**config.mk**
```make
export PLATFORM = sky130hd
export DESIGN_NAME = mod_prime_exponentiation
export DESIGN_NICKNAME = d
export VERILOG_FILES = /design/src/design/mpe_pkg.sv /design/src/design/mpe_mulmod.sv /design/src/design/mod_prime_exponentiation.sv
export SDC_FILE = /design/constraint.sdc
export NUM_CORES = 2
export LEC_CHECK = 0
export BUFFER_PORTS_ARGS = -buffer_cell sky130_fd_sc_hd__buf_2
export CELL_PAD_IN_SITES_DETAIL_PLACEMENT = 1
export CELL_PAD_IN_SITES_GLOBAL_PLACEMENT = 1
export CORE_MARGIN = 2
export CORE_UTILIZATION = 45
export CTS_CLUSTER_DIAMETER = 100
export DETAILED_ROUTE_END_ITERATION = 12
export GPL_TIMING_DRIVEN = 1
export PLACE_DENSITY_LB_ADDON = 0.1
export SKIP_LAST_GASP = 1
export SYNTH_ARGS = -nofsm -noshare
export SYNTH_HDL_FRONTEND = slang
export SYNTH_SLANG_ARGS = --single-unit
```
**constraint.sdc**
```tcl
create_clock -name clk_i -period 14.9 [get_ports clk_i]
set_clock_uncertainty 0.05 [all_clocks]
set_input_delay 0 -clock clk_i [delete_from_list [all_inputs] [get_ports clk_i]]
set_output_delay 0 -clock clk_i [all_outputs]
set_load 0.02 [all_outputs]
```
**src/design/mpe_pkg.sv**
```systemverilog
// Package for the modular exponentiation block: modulus constants,
// Barrett reciprocal and the request/response words of the mulmod unit.
// No dependencies.
package mpe_pkg;

  localparam int unsigned ResW = 30;
  localparam int unsigned ExpBitsDefault = 32;

  // Modulus 1000000007 and its double (the double fits in 32 bits)
  localparam logic [ResW-1:0] PrimeMod = 30'd1000000007;
  localparam logic [31:0] TwoPrime = 32'd2000000014;

  // Barrett reciprocal floor(2^60 / p), 31 bits
  localparam logic [63:0] BarrettFull = (64'd1 << 60) / 64'd1000000007;
  localparam logic [30:0] BarrettM = BarrettFull[30:0];

  // Request word to the shared mulmod unit
  typedef struct packed {
    logic            start;
    logic [ResW-1:0] op_a;
    logic [ResW-1:0] op_b;
  } mpe_req_t;

  // Response word from the mulmod unit
  typedef struct packed {
    logic            done;
    logic [ResW-1:0] result;
  } mpe_rsp_t;

endpackage

```
**src/design/mpe_mulmod.sv**
```systemverilog
// Shared modular multiplier: (a * b) mod p by Barrett reduction, using one
// 32x32 multiplier three times in sequence. Depends on mpe_pkg.
module mpe_mulmod (
  input  logic             clk_i,
  input  logic             rst_ni,
  input  mpe_pkg::mpe_req_t req_i,
  output mpe_pkg::mpe_rsp_t rsp_o
);

  typedef enum logic [1:0] {
    M_IDLE,
    M_QUO,
    M_REM,
    M_FIX
  } mstate_e;

  mstate_e                    state_q;
  logic [59:0]                prod_q;
  logic [mpe_pkg::ResW-1:0]   quo_q;
  logic [31:0]                rem_q;
  logic                       done_q;
  logic [mpe_pkg::ResW-1:0]   res_q;

  logic [31:0] mul_a;
  logic [31:0] mul_b;
  logic [63:0] mul_y;
  logic [31:0] rem_fix;

  // operand select for the one multiplier
  always_comb begin
    case (state_q)
      M_IDLE: begin
        mul_a = {2'b00, req_i.op_a};
        mul_b = {2'b00, req_i.op_b};
      end
      M_QUO: begin
        mul_a = prod_q[59:28];
        mul_b = {1'b0, mpe_pkg::BarrettM};
      end
      M_REM: begin
        mul_a = {2'b00, quo_q};
        mul_b = {2'b00, mpe_pkg::PrimeMod};
      end
      default: begin
        mul_a = '0;
        mul_b = '0;
      end
    endcase
  end

  assign mul_y = 64'(mul_a) * 64'(mul_b);

  // remainder is below 3p: at most two corrections
  always_comb begin
    if (rem_q >= mpe_pkg::TwoPrime) begin
      rem_fix = rem_q - mpe_pkg::TwoPrime;
    end else if (rem_q >= {2'b00, mpe_pkg::PrimeMod}) begin
      rem_fix = rem_q - {2'b00, mpe_pkg::PrimeMod};
    end else begin
      rem_fix = rem_q;
    end
  end

  always_ff @(posedge clk_i or negedge rst_ni) begin
    if (!rst_ni) begin
      state_q <= M_IDLE;
      prod_q  <= '0;
      quo_q   <= '0;
      rem_q   <= '0;
      done_q  <= 1'b0;
      res_q   <= '0;
    end else begin
      done_q <= 1'b0;
      case (state_q)
        M_IDLE: begin
          if (req_i.start) begin
            prod_q  <= mul_y[59:0];
            state_q <= M_QUO;
          end
        end
        M_QUO: begin
          quo_q   <= mul_y[61:32];
          state_q <= M_REM;
        end
        M_REM: begin
          // true remainder < 2^32, so low words suffice
          rem_q   <= prod_q[31:0] - mul_y[31:0];
          state_q <= M_FIX;
        end
        M_FIX: begin
          res_q   <= rem_fix[mpe_pkg::ResW-1:0];
          done_q  <= 1'b1;
          state_q <= M_IDLE;
        end
        default: begin
          state_q <= M_IDLE;
        end
      endcase
    end
  end

  assign rsp_o.done   = done_q;
  assign rsp_o.result = res_q;

`ifndef SYNTHESIS
  a_done_after_fix: assert property (@(posedge clk_i) disable iff (!rst_ni)
    done_q |-> $past(state_q) == M_FIX)
    else $error("mulmod done without correction step");

  a_result_reduced: assert property (@(posedge clk_i) disable iff (!rst_ni)
    done_q |-> res_q < mpe_pkg::PrimeMod)
    else $error("mulmod result not reduced");

  a_start_when_idle: assert property (@(posedge clk_i) disable iff (!rst_ni)
    req_i.start |-> state_q == M_IDLE)
    else $error("mulmod request while busy");
`endif

endmodule

```
**src/design/mod_prime_exponentiation.sv**
```systemverilog
// Top level: base^exponent mod 1000000007 by MSB-first square-and-multiply.
// Depends on mpe_pkg and mpe_mulmod.
//
//  channel  | ports                          | handshake
//  ---------+--------------------------------+----------------------------------
//  input    | base_i, exponent_i             | word taken when start && !busy
//  result   | residue_o                      | valid_o high one cycle, no stall
//
// Each exponent bit costs one squaring on the shared multiplier-reducer plus one
// multiply if the bit is set; the sequencer takes no new word until the residue
// of the current one is shown.
// busy stays high from the accepting edge until residue_o is shown; it drops
// in the cycle valid_o is high, so the next word can start then.
// Reset clears the sequencer; no state survives between words.
module mod_prime_exponentiation #(
  parameter int unsigned ExpBits = mpe_pkg::ExpBitsDefault
) (
  input  logic                     clk_i,
  input  logic                     rst_ni,
  input  logic                     start,
  output logic                     busy,
  input  logic [mpe_pkg::ResW-1:0] base_i,
  input  logic [ExpBits-1:0]       exponent_i,
  output logic                     valid_o,
  output logic [mpe_pkg::ResW-1:0] residue_o
);

  localparam int unsigned CntW = (ExpBits > 1) ? $clog2(ExpBits) : 1;

  typedef enum logic [2:0] {
    S_IDLE,
    S_SQR,
    S_SQR_WAIT,
    S_MUL,
    S_MUL_WAIT
  } state_e;

  state_e                   state_q;
  logic [mpe_pkg::ResW-1:0] base_q;
  logic [mpe_pkg::ResW-1:0] acc_q;
  logic [ExpBits-1:0]       exp_q;
  logic [CntW-1:0]          cnt_q;
  logic                     valid_q;
  logic [mpe_pkg::ResW-1:0] residue_q;

  logic [mpe_pkg::ResW-1:0] base_red;
  logic                     last_bit;

  mpe_pkg::mpe_req_t req;
  mpe_pkg::mpe_rsp_t rsp;

  // one subtraction brings any 30-bit base below p
  assign base_red = (base_i >= mpe_pkg::PrimeMod) ? base_i - mpe_pkg::PrimeMod : base_i;
  assign last_bit = (cnt_q == '0);

  // square uses acc twice, multiply uses acc and base
  assign req.start = (state_q == S_SQR) || (state_q == S_MUL);
  assign req.op_a  = acc_q;
  assign req.op_b  = (state_q == S_MUL) ? base_q : acc_q;

  mpe_mulmod u_mulmod (
    .clk_i  (clk_i),
    .rst_ni (rst_ni),
    .req_i  (req),
    .rsp_o  (rsp)
  );

  always_ff @(posedge clk_i or negedge rst_ni) begin
    if (!rst_ni) begin
      state_q   <= S_IDLE;
      base_q    <= '0;
      acc_q     <= '0;
      exp_q     <= '0;
      cnt_q     <= '0;
      valid_q   <= 1'b0;
      residue_q <= '0;
    end else begin
      valid_q <= 1'b0;
      case (state_q)
        S_IDLE: begin
          if (start) begin
            base_q  <= base_red;
            exp_q   <= exponent_i;
            acc_q   <= {{(mpe_pkg::ResW-1){1'b0}}, 1'b1};
            cnt_q   <= CntW'(ExpBits - 1);
            state_q <= S_SQR;
          end
        end
        S_SQR: begin
          state_q <= S_SQR_WAIT;
        end
        S_SQR_WAIT: begin
          if (rsp.done) begin
            acc_q <= rsp.result;
            if (exp_q[ExpBits-1]) begin
              state_q <= S_MUL;
            end else if (last_bit) begin
              residue_q <= rsp.result;
              valid_q   <= 1'b1;
              state_q   <= S_IDLE;
            end else begin
              exp_q   <= exp_q << 1;
              cnt_q   <= cnt_q - 1'b1;
              state_q <= S_SQR;
            end
          end
        end
        S_MUL: begin
          state_q <= S_MUL_WAIT;
        end
        S_MUL_WAIT: begin
          if (rsp.done) begin
            acc_q <= rsp.result;
            if (last_bit) begin
              residue_q <= rsp.result;
              valid_q   <= 1'b1;
              state_q   <= S_IDLE;
            end else begin
              exp_q   <= exp_q << 1;
              cnt_q   <= cnt_q - 1'b1;
              state_q <= S_SQR;
            end
          end
        end
        default: begin
          state_q <= S_IDLE;
        end
      endcase
    end
  end

  assign busy      = (state_q != S_IDLE);
  assign valid_o   = valid_q;
  assign residue_o = residue_q;

`ifndef SYNTHESIS
  a_valid_single: assert property (@(posedge clk_i) disable iff (!rst_ni)
    valid_o |=> !valid_o)
    else $error("result strobe longer than one cycle");

  a_valid_idle: assert property (@(posedge clk_i) disable iff (!rst_ni)
    valid_o |-> !busy)
    else $error("result shown while sequencer still running");

  a_residue_reduced: assert property (@(posedge clk_i) disable iff (!rst_ni)
    valid_o |-> residue_o < mpe_pkg::PrimeMod)
    else $error("residue not below modulus");

  a_accept_busy: assert property (@(posedge clk_i) disable iff (!rst_ni)
    (start && !busy) |=> busy && !valid_o)
    else $error("accepted word did not start the sequencer");
`endif

endmodule

```
### Word level (Yosys, flattened, before mapping)

Cells that the tools add are included.

| word-level totals | value |
|---|---|
| bits in registers | 286 |
| input port bits | 65 |
| output and inout bits | 32 |
| logic and storage cells | 96 |

| operators by class | value |
|---|---|
| add/sub/neg operators | 5 |
| multiply operators | 1 |
| order comparisons | 3 |
| equal/unequal tests | 15 |
| muxes and demuxes | 41 |
| reductions and logical operators | 17 |

Operators with widths:

| operator | number |
|---|---|
| $mux 30 | 10 |
| $mux 32 | 6 |
| $pmux 32 s3 | 2 |
| $pmux 30 s2 | 2 |
| $pmux 31 s3 | 1 |
| $sub 30x30->30 const B | 3 |
| $mul 32x31->62 | 1 |
| $ge 32x30->1 const B | 1 |
| $ge 32x31->1 const B | 1 |
| $sub 32x32->32 | 1 |
| $ge 30x30->1 const B | 1 |
| $mux 5 | 5 |
| $pmux 3 s5 | 1 |
| $pmux 5 s3 | 1 |
| $ne 2x2->1 const B | 5 |
| $reduce_and 5->1 | 2 |
| $mux 3 | 3 |
| $pmux 2 s4 | 1 |
| $reduce_and 7->1 | 1 |
| $eq 3x2->1 const B | 2 |
| $mux 1 | 6 |
| $ne 2x1->1 const B | 3 |
| $reduce_and 3->1 | 2 |
| $reduce_bool 3->1 | 2 |
| 15 further kinds | 19 |

### Longest topological paths before layout

| logic depth | value |
|---|---|
| depth in word-level cells | 5 |
| gate-level depth with buffers | 43 |
| gate-level depth less buffers | 39 |

### Hierarchy

A second synthesis with hierarchy kept.

| unflattened totals | value |
|---|---|
| cells, all modules | 5,070 |
| area, all modules | 46,230.6 um2 |

Modules (own cells, without submodules):

| module | instances | cells an instance | area an instance (um2) | sequential area each (um2) |
|---|---|---|---|---|
| mpe_mulmod | 1 | 4,500 | 39,832.0 | 3,878.7 |
| mod_prime_exponentiation | 1 | 570 | 6,398.6 | 3,278.1 |

### Worst setup path after synthesis

Ideal clock, no wire load.

| path | value |
|---|---|
| path type | register to register |
| from | reg state_q[1] |
| to | reg u_mulmod.rem_q[31] |
| library setup time | 0.104 ns |
| arrival | 10.168 ns |
| data required time | 14.746 ns |
| setup slack | 4.578 ns |
| stages on the path, launching flop included | 42 |
| path buffers | 4 |
| period minus slack after synthesis | 10.322 ns |
| cells stage by stage | dfrtp_1 clkbuf_1 nor2b_1 nand2_1 buf_1 clkbuf_1 mux2i_1 o21ai_1 clkbuf_1 nand2_1 fa_1 inv_1 fa_1 fa_1 inv_1 fa_1 inv_1 fa_1 (+6 left out) inv_1 ha_1 and3_1 nand2_1 o21ai_0 xnor2_1 ha_1 a211oi_1 nand2_1 a21o_1 a211oi_1 o32ai_2 a31o_2 a31o_2 a311oi_2 o21ai_1 a211o_1 o311ai_1 |

| on the way | value |
|---|---|
| longest elaborated chain between the ends | 5 |

Ends and longest elaborated chain:

| what | RTL line | RTL |
|---|---|---|
| start: declaration | mod_prime_exponentiation.sv:38 | `state_e state_q;` |
| start signal: assignment | mod_prime_exponentiation.sv:70 | `state_q <= S_IDLE;` |
| start signal: assignment | mod_prime_exponentiation.sv:86 | `state_q <= S_SQR;` |
| start signal: assignment | mod_prime_exponentiation.sv:90 | `state_q <= S_SQR_WAIT;` |
| $eq 3x2->1 | mod_prime_exponentiation.sv:59 | `assign req.op_b = (state_q == S_MUL) ? base_q : acc_q;` |
| $mux 30 | mod_prime_exponentiation.sv:59 |  |
| $pmux 31 s3 | mpe_mulmod.sv:31 | `case (state_q)` |
| $mul 32x31->62 | mpe_mulmod.sv:51 | `assign mul_y = 64'(mul_a) * 64'(mul_b);` |
| $sub 32x32->32 | mpe_mulmod.sv:87 | `rem_q <= prod_q[31:0] - mul_y[31:0];` |
| end signal: assignment | mpe_mulmod.sv:87 |  |
| end: declaration | mpe_mulmod.sv:20 | `logic [31:0] rem_q;` |

Every way passes these cells.
A chain may end at the register's enable or synchronous reset.

### Final worst setup path

| path | value |
|---|---|
| from | reg u_mulmod.state_q[1] |
| to | reg u_mulmod.rem_q[28] |

| on the way | value |
|---|---|
| longest elaborated chain between the ends | 4 |
| elaborated cells between the ends (all ways) | 7 |
| classes of those cells | add/sub (1); mul (1); eq/ne (2); mux (2); reduce/logical (1) |

Ends and longest elaborated chain:

| what | RTL line | RTL |
|---|---|---|
| start: declaration | mpe_mulmod.sv:17 | `mstate_e state_q;` |
| start signal: assignment | mpe_mulmod.sv:66 | `state_q <= M_IDLE;` |
| start signal: assignment | mpe_mulmod.sv:78 | `state_q <= M_QUO;` |
| start signal: assignment | mpe_mulmod.sv:83 | `state_q <= M_REM;` |
| $eq 2x2->1, or another cell as far along | mpe_mulmod.sv:31, mpe_mulmod.sv:74 |  |
| $pmux 32 s3 / $pmux 31 s3 (equally long branches) | mpe_mulmod.sv:31 |  |
| $mul 32x31->62 | mpe_mulmod.sv:51 |  |
| $sub 32x32->32 | mpe_mulmod.sv:87 |  |

Several ways; a longest one is shown, not always the timed one.

==> flow_summary.toml <==
[clock_tree]
htree_levels = 1
clock-sinks = 286
path_clk_slew_ps = 70
cts_resized = 0
post-cts-setup-buffer-count = 0
cts_tree = "built"
insertion_delay_ps = 610
cts-root-buf = "clkbuf_16"
numCtsBuffers = 29
cts_buffer_depth = 3

[route]
drt-met1-wl_mm = 68.9
wirelength_mm = 164
wl_met3_mm = 12.1
drc = 0
routed_via_density = 5.64
dr_total_vias = 37400
drt-pass1-iter-count = 9
ant_nets = 0
wl_per_cell_um = 24.8
dr_wl_met2_mm = 77.4
maxUsedRoutingLayer = "met5"
drt_iter0_drc = 3019

[global_route]
grt-ovfl-total = 0
grt_max_degree = 119
antenna_found_initial = 5
grt_pass1_wl_mm = 251
grt_usage_pct = 32.0
grt_pass1_vias = 40300

[logic_synthesis]
synth-async-reset-ratio_pct = 100
syn_area_um2 = 46100
ys.flop_type = "dfrtp_1"
synth-edff-count = 0
syn-mean-instance-area_um2 = 8.81
synth_seq_cells = 286
synth.net_count = 6452
ys.warnings.count = 0
synth_seq_area_share_pct = 15.5
synth.distinct_cells = 99
syn_inst = 5239

[worst_setup_path]
crit_fanout = 45
ff2ff_setup_slack_ps = 3290
startpoint_type = "flop"
crit_required_ps = 15340
critPathKind = "flop to flop"
reg2reg_from = "u_mulmod.state_q[1]"
cp-end-kind = "flop"
cpMostUsedCell = "fa_1"
regToRegEndpoint = "u_mulmod.rem_q[28]"
worstPathArrival_ps = 12060
slowest_delay_ps = 1050
reg2reg_depth = 36
slowest_stage = "nor2_2"

[timing]
final.setup.tns_ps = 0
fin_crit_ps = 11610
maxSlewViolCount = 0
tightest_slew_ps = 1310
fin_crit_sh_pct = 77.9
slew-limit-headroom_pct = 12.2
rsz0062_at_grt = "no"
hold_violations = 0
setup_violations = 0
max_freq_mhz = 86.1

[layout]
drive_above_1_share_pct = 7.55
diodes = 0
nNetsFinal = 6459
syn_to_final_growth_pct = 8.17

[floorplanning]
core_um2 = 102000
die_h_um = 324
ios = 97
initial_core_util_pct = 45.3
dieArea_um2 = 105000
fp.dieW_um = 324
fp-row-count = 117

[outcome]
outcome = "finished, final reports clean"

[min_path]
hp-class = "input port to flop"
hold_end = "exp_q[0]"
hp-start = "exponent_i[0]"
holdPathStages = 3

[place]
port_buffers = 96
routabilityCongestion = 0.947
dpl.hpwl_mm = 130

[run]
maxCapViolations = 0
-- registers in the layout, summed over array words and instances (netlist names), 5 cells and up --
signal	count
acc_q	30
base_q	30
cnt_q	5
exp_q	32
residue_o	30
u_mulmod.prod_q	60
u_mulmod.quo_q	30
u_mulmod.rem_q	32
u_mulmod.res_q	30
-- final cells by class --
class                   instances  area, µm²
well taps                    1368       1710
fillers                     11900      51800
inverters                     860       3230
multi-input cells            3798      34800
clock inverters                12        138
flip-flops and latches        286       7160
repair buffers                271       2030
clock buffers                  42        845
-- worst max-delay path by stage --
stage | startpoint | endpoint | slack [ps] | depth (start not counted)
floorplan | state_q[1] | u_mulmod.rem_q[31] | 4580 | 41
global placement | u_mulmod.state_q[1] | u_mulmod.rem_q[28] | 3580 | 36
detailed placement | u_mulmod.state_q[1] | u_mulmod.rem_q[31] | 3560 | 37
CTS | u_mulmod.state_q[1] | u_mulmod.rem_q[28] | 3520 | 36
global route | u_mulmod.state_q[1] | u_mulmod.rem_q[29] | 2870 | 37
finish | u_mulmod.state_q[1] | u_mulmod.rem_q[28] | 3290 | 36
-- logic make-up after synthesis --
group,synth area share [%]
adder cells (fa/ha/maj),45.3
multiplexers,1.44
flip-flops,15.5
buffers and inverters,9.52
AND/OR/NAND/NOR,16.1
XOR/XNOR,2.71
AO/OA/AOI/OAI,9.37
-- critical path: cells and delay by family, from the launching register on --
kind | cells | cell delay [ps]
flops | 1 | 450
buf+inv | 5 | 830
xor+xnor | 1 | 300
compound gates | 8 | 1810
simple gates | 9 | 2850
fa+ha+maj | 13 | 5170
-- placed cells by master, fill, tap and decap left out, drive strengths merged, types with 16 or more instances in the layout --
cell type	count
nand2	965
fa	866
inv	861
nor2	518
dfrtp	286
ha	282
o21ai	253
buf	187
a21oi	134
dlygate4sd3	84
xnor2	76
xor2	59
a21o	53
and3	44
nor3	43
clkbuf	42
or2	40
nand3	38
mux2	34
a222oi	30
a221o	30
or3	30
mux2i	28
nand2b	27
and2	24
o21a	20
nor2b	19
a31oi	16
-- Yosys cell counts, types with 5 or more instances --
master      n  area (µm²)
a31oi_1    14        87.6
a21oi_1   129         646
o21a_1     20         150
o31ai_1    11        82.6
mux2_2     34         383
o211ai_1    7        52.6
or3_1      26         163
and3_1     44         275
o22ai_1     6        37.5
nor4_1      6        37.5
or2_2      36         225
nand3_1    38         190
a211o_1     7        61.3
nor2b_1    19         119
o21ai_0   219        1100
a21o_1     50         375
and2_1     23         144
a31o_2      6        52.6
nand2b_1   27         169
fa_1      866       17300
ha_1      282        3530
o21ai_1    30         150
buf_2       6        30.0
nor3_1     43         215
inv_1     858        3220
nand3b_1    9        67.6
a211oi_1   13        97.6
nand4_1    13        81.3
nor2_1    516        1940
o21bai_1    8        60.1
xor2_1     59         517
a222oi_1   30         300
a21oi_2     5        43.8
mux2i_1    28         280
nand2_1   963        3610
buf_1      29         109
a221o_1    30         300
dfrtp_1   286        7160
xnor2_1    76         666
clkbuf_1  250         938
a21boi_0    5        37.5
-- routing by layer --
metal / GRT usage, % / vias up
met5: 0 / -
met2: 52.7 / 1285
met3: 4.35 / 275
met1: 43.8 / 19700
met4: 10.1 / 4
li1: - / 16200
-- timing repair --
| item | 4_1_cts | 5_1_grt |
|---|---|---|
| endpoints found under the hold margin | 153 | 0 |
| hold buffers | 85 | 0 |
| setup endpoints to repair | 0 | 0 |
-- metrics by stage --
step / setup WS (ps) / hold WS (ps) / instance area, µm² / instances / util [%]
floorplan: 4580 / -346 / 46100 / 5239 / -
global placement: 3580 / -0.0372 / 48100 / 6498 / 47.2
detailed placement: 3560 / -0.239 / 48100 / 6498 / 47.2
CTS: 3520 / 98.1 / 49900 / 6637 / 49.1
global route: 2870 / 141 / 49900 / 6637 / 49.1
finish: 3290 / 118 / 49900 / 6637 / 49.1
Power is not shown: default switching activity piles up to over one toggle a cycle in this logic, so the estimate is an artifact.
